[config.mk]
export PLATFORM = sky130hd
export DESIGN_NAME = rgb_linear_fade_timer
export DESIGN_NICKNAME = d
export VERILOG_FILES = /design/src/sv/rlft_pkg.sv /design/src/sv/rgb_linear_fade_timer.sv /design/src/sv/rlft_div.sv
export SDC_FILE = /design/constraint.sdc
export NUM_CORES = 2
export LEC_CHECK = 0
export ABC_AREA = 1
export BUFFER_PORTS_ARGS = -buffer_cell sky130_fd_sc_hd__buf_2
export CORE_MARGIN = 10
export CORE_UTILIZATION = 64
export CTS_CLUSTER_DIAMETER = 40
export DETAILED_ROUTE_END_ITERATION = 8
export PLACE_DENSITY = 0.84
export RECOVER_POWER = 50
export SLEW_MARGIN = 10
export SYNTH_ARGS = -nofsm -noshare
export SYNTH_HDL_FRONTEND = slang
export SYNTH_HIERARCHICAL = 1
export SYNTH_SLANG_ARGS = --single-unit
[constraint.sdc]
create_clock -name i_clk -period 7 [get_ports i_clk]
set_clock_uncertainty 0.2 [all_clocks]
set_input_delay 1.4 -clock i_clk [delete_from_list [all_inputs] [get_ports i_clk]]
set_output_delay 1.4 -clock i_clk [all_outputs]
set_load 0.02 [all_outputs]
[src/sv/rlft_pkg.sv]
`default_nettype none
package rlft_pkg;

    localparam int W_TIME  = 32;
    localparam int W_COLOR = 24;
    localparam int W_CH    = 8;
    localparam int W_IDX   = 3;
    localparam int W_PROD  = W_CH + 1 + W_TIME;   // (2*mag) * elapsed
    localparam int W_NUM   = W_PROD + 1;          // plus total
    localparam int W_DEN   = W_TIME + 1;          // 2 * total
    localparam int Q_BITS  = W_CH;                // quotient never exceeds mag
    localparam int W_QCNT  = $clog2(Q_BITS);

    // item kinds
    localparam logic KIND_TICK    = 1'b0;
    localparam logic KIND_RESTART = 1'b1;

    // configuration register indexes
    localparam logic [W_IDX-1:0] CFG_START_COLOR = 3'd0;
    localparam logic [W_IDX-1:0] CFG_END_COLOR   = 3'd1;
    localparam logic [W_IDX-1:0] CFG_TOTAL_TIME  = 3'd2;
    localparam logic [W_IDX-1:0] CFG_ONE_SHOT    = 3'd3;
    localparam logic [W_IDX-1:0] CFG_HOLD        = 3'd4;

    typedef struct packed {
        logic busy;
        logic done;
    } t_div_stat;

endpackage
`default_nettype wire

[src/sv/rgb_linear_fade_timer.sv]
`default_nettype none
// Channel   | valid         | ready         | payload
// ----------+---------------+---------------+--------------------------------------------
// input     | i_in_valid    | o_in_ready    | i_kind, i_delta_us
// result    | o_out_valid   | i_out_ready   | o_red, o_green, o_blue, o_done_res, o_elapsed_us
// config    | i_cfg_valid   | o_cfg_ready   | i_cfg_index, i_cfg_data
//
// A restart, a held tick, a finished one-shot tick or a zero-delta tick goes
// from the accept and update steps straight to the output step; a tick that moves
// the fade also takes each of the three color channels through the shared divider
// (select, multiply, load, quotient bits, done) between the update and output
// steps. A channel with equal endpoints or a zero total skips the divider.
// Reset (synchronous, active low) clears fade state and loads register defaults.
// The result sits in an output register; a new item is accepted while it waits,
// and the sequencer stalls in its last step until the output slot frees.
module rgb_linear_fade_timer
    import rlft_pkg::*;
(
    input  wire logic              i_clk,
    input  wire logic              i_rst_n,
    // input items
    input  wire logic              i_in_valid,
    output logic                   o_in_ready,
    input  wire logic              i_kind,
    input  wire logic [W_TIME-1:0] i_delta_us,
    // result items
    output logic                   o_out_valid,
    input  wire logic              i_out_ready,
    output logic      [W_CH-1:0]   o_red,
    output logic      [W_CH-1:0]   o_green,
    output logic      [W_CH-1:0]   o_blue,
    output logic                   o_done_res,
    output logic      [W_TIME-1:0] o_elapsed_us,
    // configuration writes
    input  wire logic              i_cfg_valid,
    output logic                   o_cfg_ready,
    input  wire logic [W_IDX-1:0]  i_cfg_index,
    input  wire logic [W_TIME-1:0] i_cfg_data
);

    localparam logic [2:0] S_IDLE = 3'd0;
    localparam logic [2:0] S_CALC = 3'd1;
    localparam logic [2:0] S_CHAN = 3'd2;
    localparam logic [2:0] S_MUL  = 3'd3;
    localparam logic [2:0] S_LOAD = 3'd4;
    localparam logic [2:0] S_DIV  = 3'd5;
    localparam logic [2:0] S_DONE = 3'd6;

    localparam logic [1:0] CH_RED   = 2'd0;
    localparam logic [1:0] CH_GREEN = 2'd1;
    localparam logic [1:0] CH_BLUE  = 2'd2;

    // configuration registers
    logic [W_COLOR-1:0] r_start_color;
    logic [W_COLOR-1:0] r_end_color;
    logic [W_TIME-1:0]  r_total;
    logic               r_one_shot;
    logic               r_hold;

    // sequencer and fade state
    logic [2:0]         r_state,    n_state;
    logic [1:0]         r_ch,       n_ch;
    logic               r_kind,     n_kind;
    logic [W_TIME-1:0]  r_delta,    n_delta;
    logic [W_TIME-1:0]  r_elapsed,  n_elapsed;
    logic               r_finished, n_finished;
    logic [W_COLOR-1:0] r_rgb,      n_rgb;
    logic [W_CH-1:0]    r_mag,      n_mag;
    logic               r_up,       n_up;
    logic [W_PROD-1:0]  r_prod,     n_prod;

    // output slot
    logic               r_out_valid, n_out_valid;
    logic [W_COLOR-1:0] r_out_rgb,   n_out_rgb;
    logic               r_out_done,  n_out_done;
    logic [W_TIME-1:0]  r_out_elap,  n_out_elap;

    // shared divider
    logic               div_start;
    logic [W_NUM-1:0]   div_num;
    logic [W_DEN-1:0]   div_den;
    t_div_stat          div_stat;
    logic [Q_BITS-1:0]  div_quot;

    // per-channel views
    logic [W_CH-1:0]    s_b, e_b, new_b;
    logic [W_TIME-1:0]  e0;
    logic [W_TIME:0]    sum;
    logic               at_end;

    assign o_in_ready  = (r_state == S_IDLE);
    assign o_cfg_ready = 1'b1;

    // Take configuration writes; unknown indexes drop.
    always_ff @(posedge i_clk) begin
        if (!i_rst_n) begin
            r_start_color <= '0;
            r_end_color   <= '0;
            r_total       <= '0;
            r_one_shot    <= 1'b1;
            r_hold        <= 1'b0;
        end else if (i_cfg_valid) begin
            unique case (i_cfg_index)
                CFG_START_COLOR: r_start_color <= i_cfg_data[W_COLOR-1:0];
                CFG_END_COLOR:   r_end_color   <= i_cfg_data[W_COLOR-1:0];
                CFG_TOTAL_TIME:  r_total       <= i_cfg_data;
                CFG_ONE_SHOT:    r_one_shot    <= i_cfg_data[0];
                CFG_HOLD:        r_hold        <= i_cfg_data[0];
                default: ;
            endcase
        end
    end

    // Select the byte of the channel in work.
    always_comb begin
        unique case (r_ch)
            CH_RED: begin
                s_b = r_start_color[23:16];
                e_b = r_end_color[23:16];
            end
            CH_GREEN: begin
                s_b = r_start_color[15:8];
                e_b = r_end_color[15:8];
            end
            default: begin
                s_b = r_start_color[7:0];
                e_b = r_end_color[7:0];
            end
        endcase
    end

    // Fade position: wrap in loop mode, then add the tick saturating at total.
    assign at_end = (r_elapsed >= r_total);
    assign e0     = at_end ? '0 : r_elapsed;
    assign sum    = {1'b0, e0} + {1'b0, r_delta};

    // Rounded quotient offsets the start value up or down.
    assign new_b = r_up ? (s_b + div_quot) : (s_b - div_quot);

    assign div_start = (r_state == S_LOAD);
    assign div_num   = {1'b0, r_prod} + {{(W_NUM-W_TIME){1'b0}}, r_total};
    assign div_den   = {r_total, 1'b0};

    always_comb begin
        n_state     = r_state;
        n_ch        = r_ch;
        n_kind      = r_kind;
        n_delta     = r_delta;
        n_elapsed   = r_elapsed;
        n_finished  = r_finished;
        n_rgb       = r_rgb;
        n_mag       = r_mag;
        n_up        = r_up;
        n_prod      = r_prod;
        n_out_valid = r_out_valid;
        n_out_rgb   = r_out_rgb;
        n_out_done  = r_out_done;
        n_out_elap  = r_out_elap;

        if (r_out_valid && i_out_ready) begin
            n_out_valid = 1'b0;
        end

        unique case (r_state)
            S_IDLE: begin
                if (i_in_valid) begin
                    n_kind  = i_kind;
                    n_delta = i_delta_us;
                    n_state = S_CALC;
                end
            end
            S_CALC: begin
                n_ch    = CH_RED;
                n_state = S_DONE;
                priority if (r_kind == KIND_RESTART) begin
                    n_finished = 1'b0;
                    n_elapsed  = '0;
                    n_rgb      = r_start_color;
                end else if (r_hold) begin
                    n_state = S_DONE;
                end else if (at_end && r_one_shot) begin
                    n_finished = 1'b1;
                end else if (r_delta == '0) begin
                    n_elapsed = e0;
                end else begin
                    n_elapsed = (sum > {1'b0, r_total}) ? r_total : sum[W_TIME-1:0];
                    n_state   = S_CHAN;
                end
            end
            S_CHAN: begin
                // Equal endpoints keep the channel; zero total jumps to the end.
                n_up  = (s_b < e_b);
                n_mag = (s_b < e_b) ? (e_b - s_b) : (s_b - e_b);
                priority if (s_b == e_b) begin
                    n_state = (r_ch == CH_BLUE) ? S_DONE : S_CHAN;
                    n_ch    = r_ch + 1'b1;
                end else if (r_total == '0) begin
                    unique case (r_ch)
                        CH_RED:   n_rgb[23:16] = e_b;
                        CH_GREEN: n_rgb[15:8]  = e_b;
                        default:  n_rgb[7:0]   = e_b;
                    endcase
                    n_state = (r_ch == CH_BLUE) ? S_DONE : S_CHAN;
                    n_ch    = r_ch + 1'b1;
                end else begin
                    n_state = S_MUL;
                end
            end
            S_MUL: begin
                n_prod  = W_PROD'({r_mag, 1'b0}) * W_PROD'(r_elapsed);
                n_state = S_LOAD;
            end
            S_LOAD: begin
                n_state = S_DIV;
            end
            S_DIV: begin
                if (div_stat.done) begin
                    unique case (r_ch)
                        CH_RED:   n_rgb[23:16] = new_b;
                        CH_GREEN: n_rgb[15:8]  = new_b;
                        default:  n_rgb[7:0]   = new_b;
                    endcase
                    n_state = (r_ch == CH_BLUE) ? S_DONE : S_CHAN;
                    n_ch    = r_ch + 1'b1;
                end
            end
            S_DONE: begin
                // Hold here until the output slot is free or being emptied.
                if (!r_out_valid || i_out_ready) begin
                    n_out_valid = 1'b1;
                    n_out_rgb   = r_rgb;
                    n_out_done  = r_finished;
                    n_out_elap  = r_elapsed;
                    n_state     = S_IDLE;
                end
            end
            default: begin
                n_state = S_IDLE;
            end
        endcase
    end

    always_ff @(posedge i_clk) begin
        if (!i_rst_n) begin
            r_state     <= S_IDLE;
            r_ch        <= CH_RED;
            r_elapsed   <= '0;
            r_finished  <= 1'b0;
            r_rgb       <= '0;
            r_out_valid <= 1'b0;
        end else begin
            r_state     <= n_state;
            r_ch        <= n_ch;
            r_elapsed   <= n_elapsed;
            r_finished  <= n_finished;
            r_rgb       <= n_rgb;
            r_out_valid <= n_out_valid;
        end
        r_kind     <= n_kind;
        r_delta    <= n_delta;
        r_mag      <= n_mag;
        r_up       <= n_up;
        r_prod     <= n_prod;
        r_out_rgb  <= n_out_rgb;
        r_out_done <= n_out_done;
        r_out_elap <= n_out_elap;
    end

    rlft_div u_div (
        .i_clk   (i_clk),
        .i_rst_n (i_rst_n),
        .i_start (div_start),
        .i_num   (div_num),
        .i_den   (div_den),
        .o_stat  (div_stat),
        .o_quot  (div_quot)
    );

    assign o_out_valid  = r_out_valid;
    assign o_red        = r_out_rgb[23:16];
    assign o_green      = r_out_rgb[15:8];
    assign o_blue       = r_out_rgb[7:0];
    assign o_done_res   = r_out_done;
    assign o_elapsed_us = r_out_elap;

endmodule
`default_nettype wire

[src/sv/rlft_div.sv]
`default_nettype none
// Restoring divider, one quotient bit per cycle, MSB first.
// Caller guarantees the quotient fits in Q_BITS.
module rlft_div
    import rlft_pkg::*;
(
    input  wire logic              i_clk,
    input  wire logic              i_rst_n,
    input  wire logic              i_start,
    input  wire logic [W_NUM-1:0]  i_num,
    input  wire logic [W_DEN-1:0]  i_den,
    output t_div_stat              o_stat,
    output logic      [Q_BITS-1:0] o_quot
);

    localparam int W_DSH = W_DEN + Q_BITS - 1;

    logic              r_busy, n_busy;
    logic              r_done, n_done;
    logic [W_QCNT-1:0] r_cnt,  n_cnt;
    logic [W_NUM-1:0]  r_rem,  n_rem;
    logic [W_DSH-1:0]  r_dsh,  n_dsh;
    logic [Q_BITS-1:0] r_q,    n_q;
    logic              ge;

    assign ge = (r_rem >= {{(W_NUM-W_DSH){1'b0}}, r_dsh});

    always_comb begin
        n_busy = r_busy;
        n_done = 1'b0;
        n_cnt  = r_cnt;
        n_rem  = r_rem;
        n_dsh  = r_dsh;
        n_q    = r_q;
        if (i_start) begin
            n_busy = 1'b1;
            n_cnt  = '0;
            n_rem  = i_num;
            n_dsh  = {i_den, {(Q_BITS-1){1'b0}}};
            n_q    = '0;
        end else if (r_busy) begin
            if (ge) begin
                n_rem = r_rem - {{(W_NUM-W_DSH){1'b0}}, r_dsh};
            end
            n_q   = {r_q[Q_BITS-2:0], ge};
            n_dsh = r_dsh >> 1;
            n_cnt = r_cnt + 1'b1;
            if (r_cnt == W_QCNT'(Q_BITS-1)) begin
                n_busy = 1'b0;
                n_done = 1'b1;
            end
        end
    end

    always_ff @(posedge i_clk) begin
        if (!i_rst_n) begin
            r_busy <= 1'b0;
            r_done <= 1'b0;
            r_cnt  <= '0;
        end else begin
            r_busy <= n_busy;
            r_done <= n_done;
            r_cnt  <= n_cnt;
        end
        r_rem <= n_rem;
        r_dsh <= n_dsh;
        r_q   <= n_q;
    end

    assign o_stat.busy = r_busy;
    assign o_stat.done = r_done;
    assign o_quot      = r_q;

endmodule
`default_nettype wire

======== Word-level counts from Yosys, hierarchy flattened ========
Cells that the tools add are included.
operators by class
  shift-type cells ........................ 0
  eq/ne operators ......................... 29
  bitwise logic cells ..................... 2
  add/subtract/negate cells ............... 9
  muxes and demuxes ....................... 51
  reduce and logical (&&, ||, !) cells .... 31
  order comparisons ....................... 4
  div/mod/pow operators ................... 0
  $mul .................................... 1
operators by type and width
  kind                number
  $mux 32             6
  $mux 42             3
  $mux 24             4
  $mux 40             2
  $pmux 24 s3         1
  $logic_not 32->1    2
  $mux 8              8
  $add 41x32->42      1
  $ge 42x40->1        1
  $sub 42x40->42      1
  $mul 8x32->40       1
  $add 32x32->33      1
  $gt 33x32->1        1
  $ge 32x32->1        1
  $pmux 8 s2          2
  $mux 3              10
  $sub 8x8->8         3
  $ne 2x2->1 const B  11
  $pmux 3 s7          1
  $reduce_and 7->1    3
  $reduce_and 2->1    8
  $eq 3x3->1 const B  5
  $eq 3x2->1 const B  4
  $reduce_and 3->1    4
  other kinds (23)    43
word-level totals
  bits in latches ......................... 0
  RAM bits ................................ 0
  bits in registers ....................... 379
  ROM bits ................................ 0
  input bits .............................. 73
  memories ................................ 0
  logic and storage cells ................. 155
  output and inout bits ................... 60

======== Depth between registers and ports, before layout ========
  depth after elaboration ................. 9
  depth in mapped cells ................... 52
  mapped depth without buffers ............ 49

======== Modules after synthesis ========
Netlist, hierarchy kept.
modules (own cells, without submodules)
  module                 area an instance (um2)  seq. area each (um2)  times used  cells each
  rgb_linear_fade_timer  24,906.4                7,076.8               1           3,188
  rlft_div               7,148.1                 2,652.5               1           1,063

======== Least setup slack after synthesis ========
No wires, ideal clock.
  kind .................................... register -> register
  start point ............................. register r_elapsed[0]
  end point ............................... register r_elapsed[26]
  library setup time ...................... 132 ps
  path buffers ............................ 3
  setup slack ............................. 1,548 ps
  stages on the path, launching flop included .. 48
  data required time ...................... 6,668 ps
  clock period less this slack ............ 5,452 ps
  data arrival time ....................... 5,120 ps
  cells stage by stage .................... dfxtp_1 -> clkbuf_1 -> inv_1 -> ha_1 -> nand4_1 -> nor2_1 -> nor2_1 -> nand2_1 -> nand2_1 -> nand2_1 -> nand2_4 -> nand2_1 -> clkbuf_1 -> nor2_1 -> ha_1 -> nand3_1 -> nand2_1 -> a31oi_1 -> (+12 left out) -> inv_1 -> nand2_1 -> nand4_1 -> o21ai_0 -> nand2_1 -> nand2_1 -> nand2_1 -> nand2_1 -> nand2_1 -> nand2_1 -> nand2_1 -> a21oi_1 -> nand2_2 -> buf_6 -> a21oi_1 -> nand2_1 -> nand2_1 -> a21oi_1
on the way
  longest elaborated chain between the ends .. 9
  elaborated cells between the ends (all ways) .. 12
  classes of those cells .................. 1 x add/sub; 2 x order compare; 1 x eq/ne; 6 x mux; 2 x reduce/logical
RTL lines
  item                    RTL line                      source
  start, declared         rgb_linear_fade_timer.sv:65   logic [W_TIME-1:0] r_elapsed, n_elapsed;
  start signal, assigned  rgb_linear_fade_timer.sv:254  r_elapsed <= n_elapsed;
  $ge 32x32->1            rgb_linear_fade_timer.sv:133  assign at_end = (r_elapsed >= r_total);
  $mux 32                 rgb_linear_fade_timer.sv:134  assign e0 = at_end ? '0 : r_elapsed;
  $add 32x32->33          rgb_linear_fade_timer.sv:135  assign sum = {1'b0, e0} + {1'b0, r_delta};
  $gt 33x32->1            rgb_linear_fade_timer.sv:186  n_elapsed = (sum > {1'b0, r_total}) ? r_total : sum[W_TIME-1:0];
  $mux 32                 rgb_linear_fade_timer.sv:186
  $mux 32                 rgb_linear_fade_timer.sv:183  end else if (r_delta == '0) begin
  $mux 32                 rgb_linear_fade_timer.sv:181  end else if (at_end && r_one_shot) begin
  $mux 32                 rgb_linear_fade_timer.sv:179  end else if (r_hold) begin
  $mux 32                 rgb_linear_fade_timer.sv:175  priority if (r_kind == KIND_RESTART) begin
Several ways; a longest one is shown, not always the timed one. The select of a mux whose other input is x is not followed.
A chain may end at the register's enable or synchronous reset.

======== Worst setup path after layout ========
  start point ............................. register r_elapsed[12]
  end point ............................... register r_prod[39] (data pin)
on the way
  longest elaborated chain between the ends .. 1
RTL lines
  item                  RTL line                      source
  $mul 8x32->40         rgb_linear_fade_timer.sv:210  n_prod = W_PROD'({r_mag, 1'b0}) * W_PROD'(r_elapsed);
  end signal, assigned  rgb_linear_fade_timer.sv:263  r_prod <= n_prod;
  end, declared         rgb_linear_fade_timer.sv:70   logic [W_PROD-1:0] r_prod, n_prod;
Every way passes these cells.

==> impl_metrics.py <==
metrics = {
    "status": {
        "status": "finished, violations left",
        "violations": "capacitance limit, slew limit",
    },
    "global_routing": {
        "overflow": 0,
        "grt_max_degree": 89,
        "antenna_found_initial": 1,
        "gr-usage-all-layers_pct": 32.43,
        "grt_pass1_wl_mm": 155.1,
        "grt_pass1_vias": 29190,
    },
    "pwr": {
        "p_clk_share_pct": 25.6,
        "switching_share_pct": 45.91,
        "seq_power_share_pct": 26.0,
        "power.switching_mw": 6.035,
        "power_density_mw_per_mm2": 366.4,
        "p_int_mw": 7.111,
        "combPwrFrac_pct": 48.4,
        "max-vdd-ir-drop_mv": 0.2457,
        "power_leakage_nw": 18.01,
    },
    "timing": {
        "max_freq_ghz": 0.1497,
        "tightest_slew_ns": 3.959,
        "final.setup.tns_ns": 0,
        "post-route-min-period_ns": 6.682,
        "maxSlewHeadroom_pct": -164.0,
        "final.period_utilization_pct": 95.45,
        "hold_viol_final": 0,
        "slew_viol_final": 434,
        "rsz0062_at_grt": "no",
        "setup_ws_ns": 0.3185,
        "setup_violations": 0,
    },
    "worst_setup_path": {
        "path_class": "flip-flop to flip-flop",
        "worst-path-max-fanout": 12,
        "rr_startpoint": "r_elapsed[12]$_SDFFE_PN0P_",
        "crit_required_ns": 7.14,
        "r2r_cells": 20,
        "start_kind": "flip-flop",
        "arrival_ns": 6.82,
        "rr_endpoint": "r_prod[39]$_DFFE_PP_",
        "r2r_slack_ns": 0.32,
        "worstSetupEndpointType": "flip-flop",
    },
    "floorplan": {
        "die_area_mm2": 0.05942,
        "core_mm2": 0.04925,
        "die_y_um": 243.8,
        "rows": 81,
        "die_w_um": 243.8,
        "io_pins": 133,
        "initial_utilization_pct": 65.06,
    },
    "cts": {
        "ctsRootBufferMaster": "clkbuf_16",
        "clock_path_buffers": 3,
        "numCtsBuffers": 68,
        "clock_latency_ns": 0.62,
        "ctsHoldBuffers": 0,
        "clkSinkCount": 379,
        "worst_setup_hold_path_clk_slew_ns": 0.06,
        "htree_levels": 3,
        "cts_tree": "yes",
    },
    "route": {
        "first_iter_violations": 3470,
        "wl_per_cell_um": 19.29,
        "viasPerCell": 5.878,
        "vias": 30070,
        "dr.pass1.iters": 6,
        "drc": 0,
        "drt_wl_total_mm": 98.66,
        "ant_nets": 0,
    },
    "synthesis": {
        "synth_nets": 4764,
        "syn_area_mm2": 0.03205,
        "synth_cells": 4250,
        "ys.warnings.count": 6,
        "postSynthAreaPerCell_um2": 7.540,
    },
    "worst_hold_path": {
        "hold_end": "r_out_rgb[1]$_DFFE_PP_",
        "hold_class": "flip-flop to flip-flop",
        "hp-start": "r_rgb[1]$_SDFFE_PN0P_",
        "holdPathStages": 0,
    },
    "finish": {
        "fillers": 3875,
        "nNetsFinal": 4909,
        "syn2layout_area_growth_pct": 11.96,
        "stdcell_area_mm2": 0.03588,
        "drive_above_1_share_pct": 8.427,
    },
    "placed_design": {
        "hpwlAfterDp_mm": 73.20,
        "portBuffers": 131,
        "placed_area_mm2": 0.03358,
        "gp_congestion": 1.034,
        "pre_cts_slack_ns": 0.4136,
    },
    "run": {
        "max_cap_violations": 9,
    },
}
[cell type report]
cell class	count	area, µm²	share of cell area, %
Multi-Input combinational cell	2985	19020	53.00
Sequential cell	379	9731	27.12
Inverter	745	2796	7.794
Clock buffer	77	1788	4.983
Timing Repair Buffer	216	1155	3.219
Tap cell	664	830.8	2.316
Clock inverter	48	560.5	1.562
Antenna cell	1	2.502	0.006974
[registers in the layout (all words and copies together), names as in the netlist, 8 cells and up]
name and cells:
u_div/r_rem 42, r_delta 32, r_elapsed 32, r_start_color 24, r_rgb 24, o_elapsed_us 32
u_div/r_dsh 40, r_end_color 24, r_mag 8, r_total 32, r_prod 40, r_out_rgb 24
u_div/o_quot 8
[power by group through the flow]
stage,Combinational [mW],Clock (mW),Sequential (mW)
global placement,5.92,0,3.41
finish,6.36,3.37,3.42
global route,7.00,3.47,3.46
CTS,6.14,3.38,3.39
detailed placement,6.04,0,3.42
floorplan,4.47,0,3.31
[per-layer routing]
metal / share of wire (%) / global-route usage, % / up-vias
met4: 6.8 / 19.09 / 0
met5: 0 / 0 / -
met3: 11 / 6.926 / 428
met1: 38 / 39.85 / 13970
li1: - / - / 13940
met2: 45 / 51.92 / 1731
[how the worst max path moves through the flow]
| stage | from | end | slack [ns] | cells past startpoint |
|---|---|---|---|---|
| after floorplan | r_elapsed[0]$_SDFFE_PN0P_ | r_elapsed[26]$_SDFFE_PN0P_ | 1.55 | 47 |
| after global placement | r_total[31]$_SDFFE_PN0P_ | r_elapsed[21]$_SDFFE_PN0P_ | 0.55 | 42 |
| after detailed placement | r_total[31]$_SDFFE_PN0P_ | r_elapsed[21]$_SDFFE_PN0P_ | 0.41 | 43 |
| after CTS | r_total[31]$_SDFFE_PN0P_ | r_elapsed[9]$_SDFFE_PN0P_ | 0.31 | 43 |
| after global routing | r_total[2]$_SDFFE_PN0P_ | r_elapsed[20]$_SDFFE_PN0P_ | 0.008 | 48 |
| final | r_elapsed[12]$_SDFFE_PN0P_ | r_prod[39]$_DFFE_PP_ | 0.32 | 20 |
[cell usage in the layout (no fill, tap or decap), types with 21 or more instances in the layout]
cell          n
clkbuf_1     44
dfxtp_1     164
clkbuf_16    70
nand4_1      31
nor4_1       21
a21oi_1     394
buf_4        46
o22ai_1      29
nor3_1       33
buf_2       131
inv_1       742
nand3_1     171
nor2_1      281
nand2_1    1076
edfxtp_1    214
fa_1        186
ha_1        255
xor2_1       60
o21ai_0     211
xnor2_1      50
[worst max-delay path: stages (launching register included)]
cell	delay (ns)
dfxtp_1	0.34
clkbuf_1	0.80
nand2_1	0.22
fa_1	0.60
inv_1	0.06
fa_1	0.51
fa_1	0.52
fa_1	0.49
ha_1	0.38
a21oi_1	0.21
o21ai_0	0.22
a21oi_1	0.23
o21ai_0	0.11
a21oi_1	0.36
inv_1	0.09
a21oi_1	0.29
o21ai_0	0.18
a21oi_1	0.24
nand3b_1	0.14
nand3_1	0.08
xor2_1	0.14
[repair_timing]
action,CTS,global route
endpoints found under the hold margin,0,0
buffers inserted,0,5
endpoints found under the setup margin,0,32
resized for setup,0,11
[stage by stage]
step | power [mW] | cells | utilization (%) | hold slack [ns]
after global routing | 13.93 | 5114 | 72.84 | 0.2345
final | 13.15 | 5115 | 72.84 | 0.2299
after global placement | 9.322 | 4982 | 68.18 | 0.2061
after floorplan | 7.777 | 4250 | - | 0.2030
after CTS | 12.91 | 5107 | 72.95 | 0.2260
after detailed placement | 9.466 | 4982 | 68.18 | 0.2096
Power figures use the tool's default switching activity.
